<file path="src/rtl/core/mm_pkg.sv">
// shared types, constants and helpers of the matrix multiply block
// no dependencies
package mm_pkg;

	localparam int MAX_DIM   = 8;
	localparam int ELEM_BITS = 16;
	localparam int IDX_W     = $clog2(MAX_DIM);
	localparam int ADDR_W    = 2 * IDX_W;
	localparam int DIM_W     = 4;
	localparam int PROD_W    = 2 * ELEM_BITS;
	localparam int SUM_W     = 36;

	localparam logic [1:0] CMD_WRITE_A = 2'd0;
	localparam logic [1:0] CMD_WRITE_B = 2'd1;
	localparam logic [1:0] CMD_COMPUTE = 2'd2;

	localparam logic [1:0] REG_A_ROWS    = 2'd0;
	localparam logic [1:0] REG_INNER_LEN = 2'd1;
	localparam logic [1:0] REG_B_COLS    = 2'd2;

	// control travelling alongside the operands into the mac
	typedef struct packed {
		logic valid;
		logic first;
		logic last;
	} mac_ctl_t;

	// highest usable index for a configured dimension (0 acts as 1, large values clip)
	function automatic logic [IDX_W-1:0] dim_last(input logic [DIM_W-1:0] d);
		logic [IDX_W-1:0] r;
		if (d == '0) begin
			r = '0;
		end else if (d > DIM_W'(MAX_DIM)) begin
			r = IDX_W'(MAX_DIM - 1);
		end else begin
			r = IDX_W'(d - 1'b1);
		end
		return r;
	endfunction

endpackage

</file>
<file path="src/rtl/core/mm_mac.sv">
// shared multiply-accumulate unit: registered product, then 36-bit accumulator
// depends on mm_pkg
module mm_mac
	import mm_pkg::*;
(
	input  logic                        clk,
	input  logic                        arst_n,
	input  logic signed [ELEM_BITS-1:0] a_data,
	input  logic signed [ELEM_BITS-1:0] b_data,
	input  mac_ctl_t                    ctl,
	output logic signed [SUM_W-1:0]     acc,
	output logic                        done
);

	logic signed [PROD_W-1:0] product_s2;
	mac_ctl_t                 ctl_s2;
	logic signed [SUM_W-1:0]  acc_q;
	logic                     done_q;
	logic signed [SUM_W-1:0]  prod_ext;

	assign prod_ext = SUM_W'(product_s2);

	always_ff @(posedge clk or negedge arst_n) begin
		if (!arst_n) begin
			ctl_s2 <= '0;
			done_q <= 1'b0;
		end else begin
			ctl_s2 <= ctl;
			done_q <= ctl_s2.valid && ctl_s2.last;
		end
	end

	always_ff @(posedge clk) begin
		product_s2 <= a_data * b_data;
		if (ctl_s2.valid) begin
			// first term restarts the sum, wraps modulo 2^36
			acc_q <= ctl_s2.first ? prod_ext : acc_q + prod_ext;
		end
	end

	assign acc  = acc_q;
	assign done = done_q;

endmodule

</file>
<file path="src/rtl/core/matrix_multiply_top.sv">
// matrix multiply block top level: stores, sequencer, config registers, stream ports
// depends on mm_pkg and mm_mac
//
// computes C = A x B from two 8x8 element stores. a load word (tuser 0 or 1) writes one
// signed Q4.12 element of A or B at row/col. a compute word (tuser 2) emits every
// element of C in row-major order as a signed Q12.24 36-bit exact sum, with tlast on
// the final element; tuser 3 is accepted and ignored. the dimensions come from the
// a_rows, inner_len and b_cols registers (0 acts as 1, above 8 acts as 8). one shared
// multiply-accumulate unit does all the work, one product per cycle while the sequencer
// is in its run state; each output element goes through operand read, multiply,
// accumulate and hand over to the output register, and the hand over waits while the
// output side stalls. s_tready is low while a compute is running. elements never
// written before a compute read as undefined. the stores have no reset and need no
// clearing pass.
module matrix_multiply_top
	import mm_pkg::*;
(
	input  logic        clk,
	input  logic        arst_n,
	// input stream
	input  logic        s_tvalid,
	output logic        s_tready,
	input  logic [23:0] s_tdata,   // row[2:0], col[5:3], value[21:6], zero pad
	input  logic [1:0]  s_tuser,   // command[1:0]
	// output stream
	output logic        m_tvalid,
	input  logic        m_tready,
	output logic [47:0] m_tdata,   // out_row[2:0], out_col[5:3], sum[41:6], zero pad
	output logic        m_tlast,
	// config port
	input  logic        psel,
	input  logic        penable,
	input  logic        pwrite,
	input  logic [3:0]  paddr,
	input  logic [31:0] pwdata,
	output logic [31:0] prdata,
	output logic        pready
);

	// sequencer states
	localparam logic [1:0] ST_IDLE = 2'd0;  // takes words
	localparam logic [1:0] ST_RUN  = 2'd1;  // issuing one operand pair per cycle
	localparam logic [1:0] ST_WAIT = 2'd2;  // mac pipeline draining
	localparam logic [1:0] ST_EMIT = 2'd3;  // handing the sum to the output register

	// config registers
	logic [DIM_W-1:0] a_rows_q, inner_len_q, b_cols_q;
	logic             cfg_wr;
	logic [1:0]       cfg_idx;

	assign pready  = 1'b1;
	assign cfg_idx = paddr[3:2];
	assign cfg_wr  = psel && penable && pwrite && pready;

	always_ff @(posedge clk or negedge arst_n) begin
		if (!arst_n) begin
			a_rows_q    <= DIM_W'(8);
			inner_len_q <= DIM_W'(8);
			b_cols_q    <= DIM_W'(8);
		end else if (cfg_wr) begin
			unique case (cfg_idx)
				REG_A_ROWS:    a_rows_q    <= pwdata[DIM_W-1:0];
				REG_INNER_LEN: inner_len_q <= pwdata[DIM_W-1:0];
				REG_B_COLS:    b_cols_q    <= pwdata[DIM_W-1:0];
				default: ;     // writes beyond the register list are dropped
			endcase
		end
	end

	always_comb begin
		unique case (cfg_idx)
			REG_A_ROWS:    prdata = 32'(a_rows_q);
			REG_INNER_LEN: prdata = 32'(inner_len_q);
			REG_B_COLS:    prdata = 32'(b_cols_q);
			default:       prdata = '0;
		endcase
	end

	// clipped dimensions as highest index
	logic [IDX_W-1:0] nr_last, nk_last, nc_last;
	assign nr_last = dim_last(a_rows_q);
	assign nk_last = dim_last(inner_len_q);
	assign nc_last = dim_last(b_cols_q);

	// input word fields
	logic [1:0]                  in_cmd;
	logic [IDX_W-1:0]            in_row, in_col;
	logic signed [ELEM_BITS-1:0] in_value;
	logic                        in_acc;

	assign in_cmd   = s_tuser;
	assign in_row   = s_tdata[2:0];
	assign in_col   = s_tdata[5:3];
	assign in_value = s_tdata[21:6];

	logic [1:0]       state_q;
	logic [IDX_W-1:0] i_q, j_q, k_q;
	logic             m_valid_q;
	logic             out_free, out_load;
	logic             mac_done;
	logic signed [SUM_W-1:0] mac_acc;

	assign s_tready = (state_q == ST_IDLE);
	assign in_acc   = s_tvalid && s_tready;
	assign out_free = !m_valid_q || m_tready;
	assign out_load = (state_q == ST_EMIT) && out_free;

	// element stores, one write port (loads) and one registered read port (compute)
	logic signed [ELEM_BITS-1:0] store_a_q [MAX_DIM*MAX_DIM];
	logic signed [ELEM_BITS-1:0] store_b_q [MAX_DIM*MAX_DIM];
	logic signed [ELEM_BITS-1:0] rd_a_s1, rd_b_s1;
	mac_ctl_t                    issue_ctl, ctl_s1;

	always_ff @(posedge clk) begin
		if (in_acc && in_cmd == CMD_WRITE_A) begin
			store_a_q[{in_row, in_col}] <= in_value;
		end
		if (in_acc && in_cmd == CMD_WRITE_B) begin
			store_b_q[{in_row, in_col}] <= in_value;
		end
		rd_a_s1 <= store_a_q[{i_q, k_q}];
		rd_b_s1 <= store_b_q[{k_q, j_q}];
	end

	// one operand pair per run cycle, tagged with the start and end of its dot product
	always_comb begin
		issue_ctl.valid = (state_q == ST_RUN);
		issue_ctl.first = (k_q == '0);
		issue_ctl.last  = (k_q == nk_last);
	end

	always_ff @(posedge clk or negedge arst_n) begin
		if (!arst_n) begin
			ctl_s1 <= '0;
		end else begin
			ctl_s1 <= issue_ctl;
		end
	end

	mm_mac u_mac (
		.clk    (clk),
		.arst_n (arst_n),
		.a_data (rd_a_s1),
		.b_data (rd_b_s1),
		.ctl    (ctl_s1),
		.acc    (mac_acc),
		.done   (mac_done)
	);

	// sequencer over rows i, columns j and inner index k
	always_ff @(posedge clk or negedge arst_n) begin
		if (!arst_n) begin
			state_q   <= ST_IDLE;
			i_q       <= '0;
			j_q       <= '0;
			k_q       <= '0;
			m_valid_q <= 1'b0;
		end else begin
			// a new word loads, an unaccepted one stays
			m_valid_q <= out_load || (m_valid_q && !m_tready);
			unique case (state_q)
				ST_IDLE: begin
					if (in_acc && in_cmd == CMD_COMPUTE) begin
						i_q     <= '0;
						j_q     <= '0;
						k_q     <= '0;
						state_q <= ST_RUN;
					end
				end
				ST_RUN: begin
					if (k_q == nk_last) begin
						k_q     <= '0;
						state_q <= ST_WAIT;
					end else begin
						k_q <= k_q + 1'b1;
					end
				end
				ST_WAIT: begin
					if (mac_done) begin
						state_q <= ST_EMIT;
					end
				end
				ST_EMIT: begin
					if (out_free) begin
						if (j_q == nc_last) begin
							j_q <= '0;
							if (i_q == nr_last) begin
								state_q <= ST_IDLE;
							end else begin
								i_q     <= i_q + 1'b1;
								state_q <= ST_RUN;
							end
						end else begin
							j_q     <= j_q + 1'b1;
							state_q <= ST_RUN;
						end
					end
				end
				default: state_q <= ST_IDLE;
			endcase
		end
	end

	// output word register
	logic [IDX_W-1:0]        out_row_q, out_col_q;
	logic signed [SUM_W-1:0] out_sum_q;
	logic                    out_last_q;

	always_ff @(posedge clk) begin
		if (out_load) begin
			out_row_q  <= i_q;
			out_col_q  <= j_q;
			out_sum_q  <= mac_acc;
			out_last_q <= (i_q == nr_last) && (j_q == nc_last);
		end
	end

	assign m_tvalid = m_valid_q;
	assign m_tdata  = {6'd0, out_sum_q, out_col_q, out_row_q};
	assign m_tlast  = out_last_q;

	// checks
	a_done_in_wait: assert property (@(posedge clk) disable iff (!arst_n)
		mac_done |-> state_q == ST_WAIT)
		else $error("mac finished outside the drain state");

	a_k_in_range: assert property (@(posedge clk) disable iff (!arst_n)
		state_q == ST_RUN |-> k_q <= nk_last)
		else $error("inner index beyond configured length");

	a_read_from_run: assert property (@(posedge clk) disable iff (!arst_n)
		ctl_s1.valid |-> $past(state_q) == ST_RUN)
		else $error("operand read not issued by the run state");

endmodule
</file>
<file path="config.mk">
export PLATFORM = sky130hd
export DESIGN_NAME = matrix_multiply_top
export DESIGN_NICKNAME = d
export VERILOG_FILES = /design/src/rtl/core/mm_pkg.sv /design/src/rtl/core/mm_mac.sv /design/src/rtl/core/matrix_multiply_top.sv
export SDC_FILE = /design/constraint.sdc
export NUM_CORES = 2
export LEC_CHECK = 0
export ABC_AREA = 1
export BUFFER_PORTS_ARGS = -buffer_cell sky130_fd_sc_hd__buf_2
export CAP_MARGIN = 20
export CELL_PAD_IN_SITES_DETAIL_PLACEMENT = 1
export CELL_PAD_IN_SITES_GLOBAL_PLACEMENT = 2
export CORE_UTILIZATION = 39
export CTS_CLUSTER_SIZE = 40
export DETAILED_ROUTE_END_ITERATION = 10
export GPL_TIMING_DRIVEN = 0
export HOLD_SLACK_MARGIN = 0.05
export PLACE_DENSITY_LB_ADDON = 0.1
export SYNTH_ARGS = -nofsm -noshare
export SYNTH_HDL_FRONTEND = slang
export SYNTH_SLANG_ARGS = --single-unit
</file>
<file path="constraint.sdc">
create_clock -name clk -period 5.5 [get_ports clk]
set_clock_uncertainty 0.1 [all_clocks]
set_input_delay 0.825 -clock clk [delete_from_list [all_inputs] [get_ports clk]]
set_output_delay 0.825 -clock clk [all_outputs]
set_load 0.05 [all_outputs]
</file>
# After elaboration in Yosys (flattened, before gate mapping)
# Memories as Yosys holds them, arrays and structs flattened. A register that Yosys moved wholly into a read port is not among the register bits.
# Cells that the tools add are included.
[totals] reg_bits=142 elab_cells=109 n_memories=2 out_inout_bits=84 mem_bits_rw=2048
[op_classes] muxes=29 magnitude_cmp=3 multipliers=1 addsub=7 reduce_logical=30 eq_ne=16
[mem_list] memory="store_a_q" depth=64 word_bits=16 rd=1 rd_ports_with_merged_regs=1 write_ports=1 line="matrix_multiply_top.sv:109" source="logic signed [ELEM_BITS-1:0] store_a_q [MAX_DIM*MAX_DIM];"
[mem_list] memory="store_b_q" depth=64 word_bits=16 rd=1 rd_ports_with_merged_regs=1 write_ports=1 line="matrix_multiply_top.sv:110" source="logic signed [ELEM_BITS-1:0] store_b_q [MAX_DIM*MAX_DIM];"
[ops] op="2-to-1 mux 3 bit" n=13
[ops] op="adder 36 x 32 -> 36 bit" n=1
[ops] op="2-to-1 mux 36 bit" n=1
[ops] op="multiplier 16 x 16 -> 32 bit" n=1
[ops] op="one-hot mux 3 bit (2 select lines)" n=3
[ops] op="> comparator 4 bit (second input constant)" n=3
[ops] op="zero test 4 bit" n=3
[ops] op="one-hot mux 4 bit (3 select lines)" n=1
[ops] op="logical AND 1 bit" n=10
[ops] op="2-to-1 mux 2 bit" n=5
[ops] op="adder 3 x 1 -> 3 bit (second input constant)" n=3
[ops] op="== test 3 bit" n=3
[ops] op="subtractor 3 x 1 -> 3 bit (second input constant)" n=3
[ops] op="== test 2 bit (second input constant)" n=4
[ops] op="one-hot mux 2 bit (4 select lines)" n=1
[ops] op="AND reduction 2 bit" n=4
[ops] op="== test 2 x 1 -> 1 bit (second input constant)" n=3
[ops] op="zero test 2 bit" n=3
[ops] op="!= test 2 x 1 -> 1 bit (second input constant)" n=3
[ops] op="!= test 2 bit (second input constant)" n=3
[ops] op="2-to-1 mux 1 bit" n=5
[ops] op="AND reduction 5 bit" n=1
[ops] op="AND reduction 4 bit" n=1
[ops] op="nonzero test 2 bit" n=2
[ops] op="other kinds (4)" n=6

# Depth between registers and ports, before layout
[logic_depth] depth_word=8 ltp_mapped=27 depth_no_buf=25

# Modules after synthesis
# From an unflattened synthesis, not the netlist that was laid out.
[unflattened] hier_cells=9317 area_unflattened_um2=101842.7
[modules_own_cells] module="matrix_multiply_top" n_inst=1 cells_each=7264 area_each_um2=86500.5 seq_area_each_um2=64110.2
[modules_own_cells] module="mm_mac" n_inst=1 cells_each=2053 area_each_um2=15342.2 seq_area_each_um2=1821.7

# Worst setup path before layout
# OpenSTA, ideal clock, no wires.
[synth_timing] kind="flip-flop to flip-flop" startpoint="register rd_b_s1[3] (read register of store_b_q)" endpoint="register u_mac.product_s2[31]" path_stages_with_launch=24 t_arrival_ns=5.490 t_required_ns=5.288 n_path_buf=2 path_slack_ns=-0.202 period_less_slack_ns=5.702 setup_ns=0.112 cell_sequence="dfxtp_1 -> clkbuf_1 -> clkbuf_1 -> nand2_1 -> inv_1 -> fa_1 -> fa_1 -> inv_1 -> fa_1 -> fa_1 -> inv_1 -> fa_1 -> inv_1 -> fa_1 -> inv_1 -> ha_1 -> nand2_1 -> nor2_1 -> nand2_1 -> or2_2 -> nand3_1 -> inv_1 -> nand2_1 -> nand2_1"
[synth_via] elab_chain_cells=1
[synth_lines] element="from (decl)" line="matrix_multiply_top.sv:111" source="logic signed [ELEM_BITS-1:0] rd_a_s1, rd_b_s1;"
[synth_lines] element="multiplier 16 x 16 -> 32 bit" line="mm_mac.sv:34" source="product_s2 <= a_data * b_data;"
[synth_lines] element="to (signal assigned)" line="mm_mac.sv:34"
[synth_lines] element="to (decl)" line="mm_mac.sv:15" source="logic signed [PROD_W-1:0] product_s2;"
# No other way between the ends.
# A chain may end at the register's enable or synchronous reset.

# Worst setup path after layout
[layout_timing] startpoint="register rd_a_s1[15] (read register of store_a_q)" endpoint="register u_mac.product_s2[30]"
[layout_via] elab_chain_cells=1
[layout_lines] element="from (decl)" line="matrix_multiply_top.sv:111"
[layout_lines] element="multiplier 16 x 16 -> 32 bit" line="mm_mac.sv:34"
# No other way between the ends.

==> impl_metrics.json <==
{
  "grt_max_degree": 93,
  "place_hpwl_um": 282000,
  "yosysUniqueCellTypes": 44,
  "critPathRequiredTime_ns": 6.18,
  "gr-max-usage-layer": "met2",
  "grt_usage": 0.301,
  "syn_area_sq_mm": 0.101,
  "drt_iter0_markers": 7848,
  "clk_root_buffer_cell": "clkbuf_16",
  "use_met3": 0.0401,
  "yosys.area.top_type_share": 0.635,
  "grt.met2_usage": 0.482,
  "dieHeight_um": 510,
  "seq_area_frac_synth": 0.656,
  "fin_crit_ns": 5.50,
  "yosys_warnings": 0,
  "cts_tree": "built",
  "setup_violations": 1,
  "max_freq_ghz": 0.182,
  "syn_inst": 8872,
  "path_max_fanout": 5,
  "clk_latency_ns": 0.92,
  "portBuffers": 85,
  "ios": 153,
  "synth.ff_latch_count": 2222,
  "relSlewSlack": 0.225,
  "start_util": 0.392,
  "die_w_um": 510,
  "gr-total-overflow": 0,
  "setup_ws_ns": -0.00204,
  "nets": 9837,
  "post-route-period-util": 1.00,
  "routedWlPerCell_um": 30.5,
  "htree_levels": 4,
  "vias": 73000,
  "tightest_slew_ns": 1.16,
  "syn_area_per_cell_sq_um": 11.3,
  "coreArea_sq_mm": 0.256,
  "routabilityCongestion": 0.986,
  "hold_viol_final": 0,
  "syn_to_final_growth_pct": 16.9,
  "clkSinkCount": 2222,
  "drive_gt1_frac": 0.120,
  "wl_um": 396000,
  "cap_violations": 0,
  "vias_per_cell": 5.62,
  "drc": 0,
  "hp-class": "in2reg",
  "grt_pass1_wl_um": 550000,
  "violations": "negative setup slack",
  "antenna_found_initial": 33,
  "status": "finished, violations left",
  "clock_path_buffers": 3,
  "fin_area_sq_mm": 0.117,
  "clk_pin_slew_ns": 0.06,
  "drt_first_pass_iters": 6,
  "critPathCaptureType": "flop",
  "ant_nets": 0,
  "cp.arrival_ns": 6.18,
  "fp-row-count": 186,
  "start_kind": "flop",
  "cts_made_buffers": 238,
  "use_met1": 0.422,
  "synth.largest_area_cell": "edfxtp_1",
  "grt_setup_unrepaired": "yes",
  "regToRegSetupSlack_ns": -0.002,
  "postPlaceCellArea_sq_mm": 0.108,
  "die_area_sq_mm": 0.260,
  "worst-setup-path-type": "reg2reg",
  "drv_slew": 0,
  "synth_area_leaders": "edfxtp_1, nand2_1, fa_1, o21ai_0, nor2_1",
  "grt_pass1_vias": 73700
}
[state kept, by name (all words and copies together) (netlist names)]
signal / cells
store_a_q: 1024
store_b_q: 1024
out_sum_q: 36
u_mac.acc: 36
u_mac.product_s2: 32
rd_a_s1: 16
rd_b_s1: 16
a_rows_q: 4
b_cols_q: 4
inner_len_q: 4
ctl_s1: 3
i_q: 3
j_q: 3
k_q: 3
out_col_q: 3
out_row_q: 3
u_mac.ctl_s2: 3
state_q: 2
m_tlast: 1
m_tvalid: 1
u_mac.done: 1
[routing by layer]
| layer | part of all wire | routed length, um |
|---|---|---|
| met4 | 0.035 | 13800 |
| met2 | 0.47 | 184000 |
| met3 | 0.071 | 28300 |
| met5 | 0 | 0 |
| met1 | 0.43 | 170000 |
[area by class of cell]
class	count	area [sq um]
diodes	14	35.0
plain buffers	533	2780
clock buffers	318	6400
clock inverters	127	1370
fillers	27100	139000
inverters	633	2390
multi-input cells	5491	31000
flip-flops and latches	2222	66000
well taps	3384	4230
repair buffers	258	3300
[stage by stage]
stage	cells	hold slack, ns	util	setup TNS, ns	worst slack (ns)
after floorplan	8905	0.231	-	0	0.0181
after global placement	12400	0.234	0.411	-21.99	-1.32
after detailed placement	12500	0.236	0.422	-23.16	-1.48
after CTS	12900	0.0922	0.456	-0.0457	-0.0263
after global routing	13000	0.170	0.458	-0.709	-0.172
final	13000	0.148	0.458	-0.00204	-0.00204
[synth_stat cells (all sizes together)]
| cell type | number |
|---|---|
| a21boi | 2 |
| a21o | 4 |
| a21oi | 90 |
| a31oi | 6 |
| and3 | 1 |
| buf | 232 |
| clkbuf | 327 |
| clkinv | 2 |
| conb | 2 |
| dfrtp | 28 |
| dfstp | 3 |
| dfxtp | 64 |
| edfxtp | 2127 |
| fa | 263 |
| ha | 128 |
| inv | 631 |
| nand2 | 1612 |
| nand2b | 1 |
| nand3 | 411 |
| nand3b | 7 |
| nand4 | 19 |
| nor2 | 1237 |
| nor3 | 30 |
| nor4 | 1 |
| o211ai | 3 |
| o21ai | 1071 |
| o21bai | 14 |
| o221ai | 4 |
| o22ai | 496 |
| o31ai | 1 |
| or2 | 13 |
| xnor2 | 12 |
| xor2 | 30 |
[placed cells by master, fill, tap and decap left out, types with 16 or more instances in the layout]
master / synthesis / routed
edfxtp_1: 2127 / 2127
nand2_1: 1612 / 1585
nor2_1: 1237 / 1089
o21ai_0: 1048 / 1036
inv_1: 627 / 605
o22ai_1: 496 / 496
nand3_1: 410 / 402
clkbuf_1: 323 / 335
fa_1: 263 / 252
clkbuf_16: 0 / 243
buf_2: 130 / 205
nor2_2: 0 / 110
ha_1: 128 / 108
buf_4: 54 / 96
buf_8: 1 / 86
a21oi_1: 90 / 71
clkinv_1: 2 / 55
buf_6: 20 / 40
nor2_4: 0 / 38
clkinv_2: 0 / 38
buf_16: 0 / 38
conb_1: 2 / 35
dfxtp_1: 64 / 35
xor2_1: 30 / 30
o21ai_1: 22 / 29
dfrtp_1: 28 / 27
buf_1: 27 / 26
nor3_1: 30 / 24
nand2_2: 0 / 22
inv_2: 3 / 21
dfxtp_4: 0 / 21
bufinv_16: 0 / 20
clkbuf_8: 0 / 19
nand4_1: 19 / 19
ha_4: 0 / 19
a21oi_2: 0 / 16
[final timing paths]
kind	start	to	cells past startpoint
max	rd_a_s1[15]	u_mac.product_s2[30]	21
max reg2reg	rd_a_s1[15]	u_mac.product_s2[30]	21
min reg2reg	ctl_s1[2]	u_mac.ctl_s2[2]	0
max in group asynchronous	arst_n	k_q[0]	2
min in group asynchronous	arst_n	b_cols_q[0]	2
min	m_tready	m_tvalid	4
[logic make-up (layout without fill, tap and decap cells)]
group | after synthesis | in the layout | synth area share
flip-flops | 2222 | 2222 | 0.656
buffers and inverters | 1192 | 1869 | 0.0498
other | 2 | 49 | 0.0000747
AO/OA/AOI/OAI | 1691 | 1691 | 0.0912
AND/OR/NAND/NOR | 3332 | 3332 | 0.131
adder cells (fa/ha/maj) | 391 | 391 | 0.0683
XOR/XNOR | 42 | 42 | 0.00366
[repair_timing]
action / CTS / global route
gates resized for setup: 215 / 125
setup endpoints to repair: 23 / 21
cloned: 1 / 0
hold buffers: 1 / 0
hold endpoints to repair: 28 / 0
pin swaps: 21 / 54
buffers inserted: 19 / 18
[critical path: stages, from the launching register on]
cell,delay (ns)
dfxtp_4,0.43
clkbuf_16,0.18
nand2_4,0.05
inv_2,0.05
fa_2,0.51
fa_2,0.72
inv_2,0.09
fa_2,0.36
fa_1,0.55
inv_2,0.04
fa_1,0.54
inv_1,0.05
fa_1,0.49
inv_2,0.05
ha_4,0.32
nand2_2,0.12
nor2_2,0.15
inv_1,0.09
nor3_1,0.30
nor2_1,0.11
nand3_1,0.08
nand2_1,0.05
Power is left out: the tool's default activity adds up to more than one toggle a clock period on the data nets, which glitch-free logic cannot reach.
